### src/utf8db_pkg.sv
// Shared types and constants for the bounded UTF-8 decoder.
package utf8db_pkg;

    localparam int CP_W      = 21;
    localparam int SYMS_W    = 16;
    localparam int BYTES_W   = 20;
    localparam int LEN_W     = 3;
    localparam int PEND_W    = 2;
    localparam int CFG_IDX_W = 8;
    localparam int CFG_DAT_W = 16;

    localparam logic [SYMS_W-1:0]  SYMS_MAX  = '1;
    localparam logic [BYTES_W-1:0] BYTES_MAX = '1;

    // Configuration register indexes
    localparam logic [CFG_IDX_W-1:0] REG_MAX_SYMBOLS = 8'd0;
    localparam logic [CFG_IDX_W-1:0] REG_STOP_AT_NUL = 8'd1;

    typedef enum logic [1:0] {
        ST_OK   = 2'd0,
        ST_BAD  = 2'd1,
        ST_FULL = 2'd2,
        ST_NUL  = 2'd3
    } status_t;

    typedef struct packed {
        logic [7:0] in_byte;
        logic       last_byte;
    } in_item_t;

    typedef struct packed {
        logic               symbol_valid;
        logic [CP_W-1:0]    code_point;
        logic [1:0]         status;
        logic               string_done;
        logic [SYMS_W-1:0]  symbols_done;
        logic [BYTES_W-1:0] bytes_done;
    } out_item_t;

    typedef struct packed {
        logic [CP_W-1:0]    accumulator;
        logic [PEND_W-1:0]  pending;
        logic [LEN_W-1:0]   seq_len;
        logic [SYMS_W-1:0]  symbol_count;
        logic [BYTES_W-1:0] byte_count;
        logic               stopped;
        status_t            stop_reason;
    } dec_state_t;

    typedef struct packed {
        logic [SYMS_W-1:0] max_symbols;
        logic              stop_at_nul;
    } dec_cfg_t;

endpackage

### src/utf8db_step.sv
// Combinational decode of one byte against the string state.
module utf8db_step (
    input  utf8db_pkg::dec_state_t state_cur,
    input  utf8db_pkg::dec_cfg_t   cfg,
    input  utf8db_pkg::in_item_t   item,
    output utf8db_pkg::dec_state_t state_next,
    output utf8db_pkg::out_item_t  result
);

    logic [7:0]                      b;
    logic [utf8db_pkg::LEN_W-1:0]    lead_len;
    logic [6:0]                      lead_bits;
    logic                            sym_done;
    logic [utf8db_pkg::LEN_W-1:0]    sym_bytes;
    logic [utf8db_pkg::BYTES_W:0]    byte_sum;
    utf8db_pkg::dec_state_t          st;

    assign b = item.in_byte;

    always_comb begin
        lead_len  = '0;
        lead_bits = '0;
        if (b[7] == 1'b0) begin
            lead_len  = 3'd1;
            lead_bits = b[6:0];
        end else if (b[7:5] == 3'b110) begin
            lead_len  = 3'd2;
            lead_bits = {2'b00, b[4:0]};
        end else if (b[7:4] == 4'b1110) begin
            lead_len  = 3'd3;
            lead_bits = {3'b000, b[3:0]};
        end else if (b[7:3] == 5'b11110) begin
            lead_len  = 3'd4;
            lead_bits = {4'b0000, b[2:0]};
        end
    end

    always_comb begin
        st        = state_cur;
        sym_done  = 1'b0;
        sym_bytes = '0;
        result    = '0;

        if (!state_cur.stopped) begin
            if (state_cur.pending == '0) begin
                if (cfg.stop_at_nul && b == 8'h00) begin
                    st.stopped     = 1'b1;
                    st.stop_reason = utf8db_pkg::ST_NUL;
                end else if (state_cur.symbol_count >= cfg.max_symbols) begin
                    st.stopped     = 1'b1;
                    st.stop_reason = utf8db_pkg::ST_FULL;
                end else if (lead_len == 3'd0) begin
                    st.stopped     = 1'b1;
                    st.stop_reason = utf8db_pkg::ST_BAD;
                end else if (lead_len == 3'd1) begin
                    sym_done          = 1'b1;
                    sym_bytes         = 3'd1;
                    result.code_point = {14'd0, lead_bits};
                end else begin
                    st.accumulator = {14'd0, lead_bits};
                    st.pending     = utf8db_pkg::PEND_W'(lead_len - 3'd1);
                    st.seq_len     = lead_len;
                end
            end else begin
                if (b[7:6] != 2'b10) begin
                    st.stopped     = 1'b1;
                    st.stop_reason = utf8db_pkg::ST_BAD;
                end else begin
                    st.accumulator = {state_cur.accumulator[14:0], b[5:0]};
                    st.pending     = state_cur.pending - 2'd1;
                    if (st.pending == '0) begin
                        sym_done          = 1'b1;
                        sym_bytes         = state_cur.seq_len;
                        result.code_point = st.accumulator;
                        st.accumulator    = '0;
                        st.seq_len        = '0;
                    end
                end
            end
            // a sequence cut off by the end of the string
            if (!st.stopped && item.last_byte && st.pending != '0) begin
                st.stopped     = 1'b1;
                st.stop_reason = utf8db_pkg::ST_BAD;
            end
        end

        byte_sum = {1'b0, st.byte_count} + (utf8db_pkg::BYTES_W + 1)'(sym_bytes);
        if (sym_done) begin
            if (st.symbol_count != utf8db_pkg::SYMS_MAX) begin
                st.symbol_count = st.symbol_count + 16'd1;
            end
            if (byte_sum > {1'b0, utf8db_pkg::BYTES_MAX}) begin
                st.byte_count = utf8db_pkg::BYTES_MAX;
            end else begin
                st.byte_count = byte_sum[utf8db_pkg::BYTES_W-1:0];
            end
        end

        result.symbol_valid = sym_done;
        result.status       = st.stopped ? st.stop_reason : utf8db_pkg::ST_OK;
        result.string_done  = item.last_byte;
        result.symbols_done = st.symbol_count;
        result.bytes_done   = st.byte_count;

        state_next = st;
        if (item.last_byte) begin
            state_next = '0;
        end
    end

endmodule

### src/utf8_decoder_bounded.sv
// Top level of the bounded UTF-8 decoder: input register, decode step, result register.
//
// Streaming UTF-8 decoder taking one byte per item and returning one result
// per item. Each byte sits in an input register, is decoded against the
// string state by a short block of masks and shifts, and lands in a result
// register. Throughput is one byte per cycle unless a full result register
// waits on m_ready. The input side keeps accepting while a result waits, and
// stalls only when both registers are full and m_ready is low. max_symbols
// (index 0) and stop_at_nul (index 1) are written through the cfg port; the
// user must write them only while no string bytes are in flight, as the block
// itself does not enforce this.
module utf8_decoder_bounded (
    input  logic                                aclk,
    input  logic                                aresetn,
    input  logic                                s_valid,
    output logic                                s_ready,
    input  utf8db_pkg::in_item_t                s_data,
    output logic                                m_valid,
    input  logic                                m_ready,
    output utf8db_pkg::out_item_t               m_data,
    input  logic                                cfg_valid,
    output logic                                cfg_ready,
    input  logic [utf8db_pkg::CFG_IDX_W-1:0]    cfg_index,
    input  logic [utf8db_pkg::CFG_DAT_W-1:0]    cfg_data
);

    utf8db_pkg::dec_cfg_t    cfg_reg;
    utf8db_pkg::dec_state_t  state_reg;
    utf8db_pkg::dec_state_t  state_next;
    utf8db_pkg::in_item_t    in_reg;
    logic                    in_vld_reg;
    utf8db_pkg::out_item_t   out_reg;
    utf8db_pkg::out_item_t   out_next;
    logic                    out_vld_reg;
    logic                    advance;

    assign cfg_ready = 1'b1;
    assign advance   = in_vld_reg && (!out_vld_reg || m_ready);
    assign s_ready   = !in_vld_reg || advance;
    assign m_valid   = out_vld_reg;
    assign m_data    = out_reg;

    utf8db_step u_step (
        .state_cur  (state_reg),
        .cfg        (cfg_reg),
        .item       (in_reg),
        .state_next (state_next),
        .result     (out_next)
    );

    always_ff @(posedge aclk) begin
        if (!aresetn) begin
            cfg_reg.max_symbols <= utf8db_pkg::SYMS_MAX;
            cfg_reg.stop_at_nul <= 1'b0;
        end else if (cfg_valid) begin
            if (cfg_index == utf8db_pkg::REG_MAX_SYMBOLS) begin
                cfg_reg.max_symbols <= cfg_data;
            end else if (cfg_index == utf8db_pkg::REG_STOP_AT_NUL) begin
                cfg_reg.stop_at_nul <= cfg_data[0];
            end
        end
    end

    always_ff @(posedge aclk) begin
        if (!aresetn) begin
            in_vld_reg  <= 1'b0;
            out_vld_reg <= 1'b0;
            state_reg   <= '0;
        end else begin
            if (s_valid && s_ready) begin
                in_vld_reg <= 1'b1;
            end else if (advance) begin
                in_vld_reg <= 1'b0;
            end
            if (advance) begin
                out_vld_reg <= 1'b1;
                state_reg   <= state_next;
            end else if (m_ready) begin
                out_vld_reg <= 1'b0;
            end
        end
    end

    always_ff @(posedge aclk) begin
        if (s_valid && s_ready) begin
            in_reg <= s_data;
        end
        if (advance) begin
            out_reg <= out_next;
        end
    end

endmodule

### config.mk
export PLATFORM = sky130hd
export DESIGN_NAME = utf8_decoder_bounded
export DESIGN_NICKNAME = d
export VERILOG_FILES = /design/src/utf8db_pkg.sv /design/src/utf8db_step.sv /design/src/utf8_decoder_bounded.sv
export SDC_FILE = /design/constraint.sdc
export NUM_CORES = 1
export LEC_CHECK = 0
export BUFFER_PORTS_ARGS = -buffer_cell sky130_fd_sc_hd__buf_4
export CORE_ASPECT_RATIO = 0.7
export CORE_UTILIZATION = 59
export DETAILED_ROUTE_END_ITERATION = 10
export GPL_TIMING_DRIVEN = 0
export HOLD_SLACK_MARGIN = 0.05
export PLACE_DENSITY_LB_ADDON = 0.3
export SLEW_MARGIN = 20
export SYNTH_ARGS = -nofsm -noshare
export SYNTH_HDL_FRONTEND = slang
export SYNTH_HIERARCHICAL = 1
export SYNTH_SLANG_ARGS = --single-unit
### constraint.sdc
create_clock -name aclk -period 5.6 [get_ports aclk]
set_clock_uncertainty 0.1 [all_clocks]
set_input_delay 1.12 -clock aclk [delete_from_list [all_inputs] [get_ports aclk]]
set_output_delay 1.12 -clock aclk [all_outputs]
set_load 0.05 [all_outputs]
; ---- Yosys cells after proc, flatten, opt, wreduce, memory -nomap -nowiden
; Index checks and enable logic that the tools add are counted.
[classes]
n_addsub = 4
n_mul = 0
n_div = 0
n_lt_le_gt_ge = 2
n_eq_ne = 13
shifts = 0
mux = 57
bitwise = 1
n_reduce_logical = 24
[ops]
columns = cell, count
row1 = 2-to-1 mux 20 bit, 9
row2 = 2-to-1 mux 21 bit, 6
row3 = 2-to-1 mux 3 bit, 21
row4 = 2-to-1 mux 59 bit, 1
row5 = 2-to-1 mux 36 bit, 1
row6 = 2-to-1 mux 7 bit, 4
row7 = adder 20 x 3 -> 21 bit, 1
row8 = > comparator 21 x 20 -> 1 bit (second input constant), 1
row9 = adder 16 x 1 -> 16 bit (second input constant), 1
row10 = >= comparator 16 bit, 1
row11 = logical NOT 8 bit, 2
row12 = 2-to-1 mux 16 bit, 1
row13 = inequality test 16 bit (second input constant), 1
row14 = 2-to-1 mux 15 bit, 1
row15 = 2-to-1 mux 1 bit, 13
row16 = inequality test 3 bit (second input constant), 4
row17 = == test 8 x 1 -> 1 bit (second input constant), 1
row18 = AND reduction 8 bit, 1
row19 = AND reduction 7 bit, 1
row20 = nonzero test 2 bit, 3
row21 = == test 5 bit (second input constant), 1
row22 = logical AND 1 bit, 5
row23 = == test 4 bit (second input constant), 1
row24 = logical NOT 2 bit, 2
row25 = 13 further kinds, 18
[totals]
register_bits = 148
latch_bits = 0
ramBits = 0
rom_bits = 0
in_bits = 38
out_inout_bits = 64
wordCells = 120
memories = 0

; ---- Longest topological paths before layout
[logic_depth]
ltp_word = 17
ltp_mapped = 24
depth_no_buf = 20

; ---- Cells and area by module
; The synthesis kept the hierarchy.
[modules_own_cells]
columns = module, n_inst, cells_per_inst, area_each_um2, seq_area_each_um2
row1 = utf8_decoder_bounded, 1, 463, 5435.2, 3783.6
row2 = utf8db_step, 1, 536, 3215.6, 0.0

; ---- Worst setup path before layout
; No wires, ideal clock.
[synth_path]
kind = flip-flop to flip-flop
from = reg in_reg[8] in the netlist's numbering
to = reg state_reg[17] in the netlist's numbering
setup_ps = 70
arrival_time_ps = 4366
required_time_ps = 5430
setup_slack_ps = 1063
path_stages_with_launch = 23
path_buffers = 4
synth_period_minus_slack_ps = 4537
cell_sequence = edfxtp_1 clkbuf_1 o21ai_0 inv_1 ha_1 nor4b_2 a41oi_2 nand2b_1 buf_2 nor2_1 ha_1 inv_1 fa_1 nor2b_1 o21a_1 nand3_1 or3_1 clkbuf_1 clkbuf_1 and3_1 nor3_1 nand3_1 a21oi_1
[synth_lines]
columns = element, line_no
row1 = "start, declared", utf8_decoder_bounded.sv:30  ; utf8db_pkg::in_item_t in_reg;
row2 = "start signal, assigned", utf8_decoder_bounded.sv:86  ; in_reg <= s_data;
row3 = "end signal, assigned", utf8_decoder_bounded.sv:77  ; state_reg <= state_next;
row4 = "end, declared", utf8_decoder_bounded.sv:28  ; utf8db_pkg::dec_state_t state_reg;

==> summary.log <==
qor: placement.place.port_buffers 99
qor: timing.worst_slew_pin_slew 0.876 ns
qor: detailed_routing.avgViaCountPerCell 6.33
qor: floorplan.start_util 61.9%
qor: global_route.grt_pass1_vias 7004
qor: detailed_routing.post_drt_wl_per_cell 17.7 um
qor: layout.finalNonFillerCells 1272
qor: global_route.global_route_met2_usage 46.2%
qor: yosys.yosys_warnings 6
qor: timing.final.setup.tns 0 ns
qor: run_status.outcome complete, no violations
qor: detailed_routing.routed_wirelength 22500 um
qor: global_route.grt_first_pass_wirelength 35400 um
qor: detailed_routing.final_antenna_net_count 0
qor: detailed_routing.via_count 8050
qor: detailed_routing.detailedRoute.firstIterationViolations 1067
qor: pwr.power_density 269 nW/um^2
qor: placement.dp.cells 1237
qor: clocking.cts_hold_buf 0
qor: timing.finalCriticalPeriod 5.35 ns
qor: floorplan.die_height 101 um
qor: clocking.cts_root_buffer clkbuf_16
qor: layout.final_net_count 1137
qor: layout.most_frequent_cells_in_the_layout 107 x buf_4, 106 x a21oi_1, 85 x o21ai_0, 78 x dfxtp_1, 72 x nand3_1
qor: pwr.static_leakage_power 3.83 nW
qor: hold_path.class_of_the_most_critical_hold_timing_path flip-flop to flip-flop
qor: detailed_routing.drt_pass1_iterations 7
qor: detailed_routing.drt_drc_violations_left 0
qor: timing.timing.slew.headroom 41.6%
qor: setup_path.worstSetupPathType flip-flop to flip-flop
qor: floorplan.die_x 144 um
qor: setup_path.worst-endpoint-required 5.84 ns
qor: layout.ant_cells 0
qor: clocking.htreeDepth 4
qor: setup_path.setup.worst_path.end_class flip-flop
qor: floorplan.top_level_ports 102
qor: yosys.syn_avg_cell_area 8.75 um^2
qor: setup_path.crit_arrival 5.59 ns
qor: timing.setup_slack 0.254 ns
qor: layout.final_layout_size_suffix_gt1_share 18.0%
qor: pwr.peakVddDrop 219 uV
qor: clocking.tritoncts yes
qor: yosys.syn-num-nets 1014
qor: global_route.gr-usage-met1 45.3%
qor: floorplan.die-area 14600 um^2
qor: clocking.cts.clk_slew.worst_paths 0.06 ns
qor: timing.fmax 187 MHz
qor: layout.area_growth 20.6%
qor: clocking.numClockSinks 148
qor: clocking.clockBufferDepth 2
qor: global_route.globalRouteOverflowTotal 0
qor: clocking.cts_made_buffers 17
qor: placement.dp_hpwl 15700 um
qor: clocking.clk-insertion-delay-late 0.42 ns
qor: pwr.total_power 2.70 mW
qor: layout.fillCellCount 990
qor: timing.hold-worst-slack 0.382 ns
qor: yosys.synth_area 8320 um^2
qor: global_route.grt_antenna_before_repair 0
qor: setup_path.startpoint_type flip-flop
qor: timing.final_max_slew_viol_count 0
qor: global_route.grt_most_used_layer met2
qor: placement.gpl.final_weighted_congestion 0.953
qor: flow_run.max_cap_violations 0
qor: yosys.synthesis.instances 951
qor: floorplan.core.rowCount 35
qor: layout.largest_reg_flops 61
qor: floorplan.area_inside_the_core_boundary 13400 um^2
qor: timing.final.period_utilization 95.5%
qor: global_route.groute.usage.overall 31.5%
qor: placement.preCtsSetupSlack -0.101 ns
qor: layout.most_frequent_standard_cell_in_the_layout_excluding_fill_and_tap_cells buf_4
qor: global_route.grt_max_degree 30
qor: setup_path.critical_path.max_fanout 10
qor: global_route.globalRouteMet3Util 7.00%
qor: timing.finalHoldViolations 0
qor: timing.finalSetupViolations 0
[report_power, final]
group	internal, mW	switching, mW
combinational	0.106	0.232
clock	0.744	0.452
sequential	1.16	0.0129
total	2.01	0.697
[per-layer routing]
layer	wire, um	up-vias	share of wire (%)
met3	2690	41	12
met2	9740	549	43
li1	-	3759	-
met1	9710	3701	43
met5	0	-	0
met4	329	0	1.5
[path summary, 6_finish.rpt]
check	start	to	slack (ns)	cells past startpoint
hold reg to reg	cfg_reg[0]	cfg_reg[0]	0.38	2
setup / recovery	in_reg[8]	state_reg[12]	0.25	23
setup reg to reg	in_reg[8]	state_reg[12]	0.25	23
hold / removal	cfg_reg[0]	cfg_reg[0]	0.38	2
[worst max-delay path, stage by stage, from the launching register on]
cell and delay (ns):
edfxtp_1 0.41, clkbuf_2 0.21, o21ai_1 0.16, inv_1 0.13
ha_1 0.31, nor4b_4 0.32, a41oi_2 0.24, nand2b_2 0.29
buf_2 0.23, nor2_1 0.18, ha_1 0.22, inv_1 0.08
fa_1 0.42, nor2b_1 0.14, o21a_2 0.21, nand3_4 0.15
or3_1 0.34, clkbuf_1 0.20, buf_2 0.24, o21ai_0 0.10
a21oi_1 0.11, nor3_1 0.21, nand3_1 0.10, a21oi_1 0.16
[through the flow]
step | utilization, % | area (um^2)
global route | 74.6 | 10000
detailed placement | 69.5 | 9350
global placement | 69.1 | 9300
floorplan | - | 8320
finish | 74.6 | 10000
CTS | 74.2 | 9980
[what timing repair did]
| action | CTS | global route |
|---|---|---|
| setup endpoints to repair | 23 | 23 |
| pin swaps | 1 | 1 |
| setup buffers | 1 | 2 |
| gates cloned | 0 | 0 |
| resized for setup | 3 | 12 |
[area by class of cell]
cell class | count | area (um^2) | share of cell area (%)
Clock inverter | 13 | 181 | 1.81
Inverter | 38 | 143 | 1.42
Multi-Input combinational cell | 682 | 4190 | 41.8
Clock buffer | 19 | 433 | 4.31
Buffer | 83 | 379 | 3.78
Timing Repair Buffer | 104 | 813 | 8.10
Sequential cell | 148 | 3660 | 36.5
Tap cell | 185 | 231 | 2.31
Power figures use the tool's default switching activity.
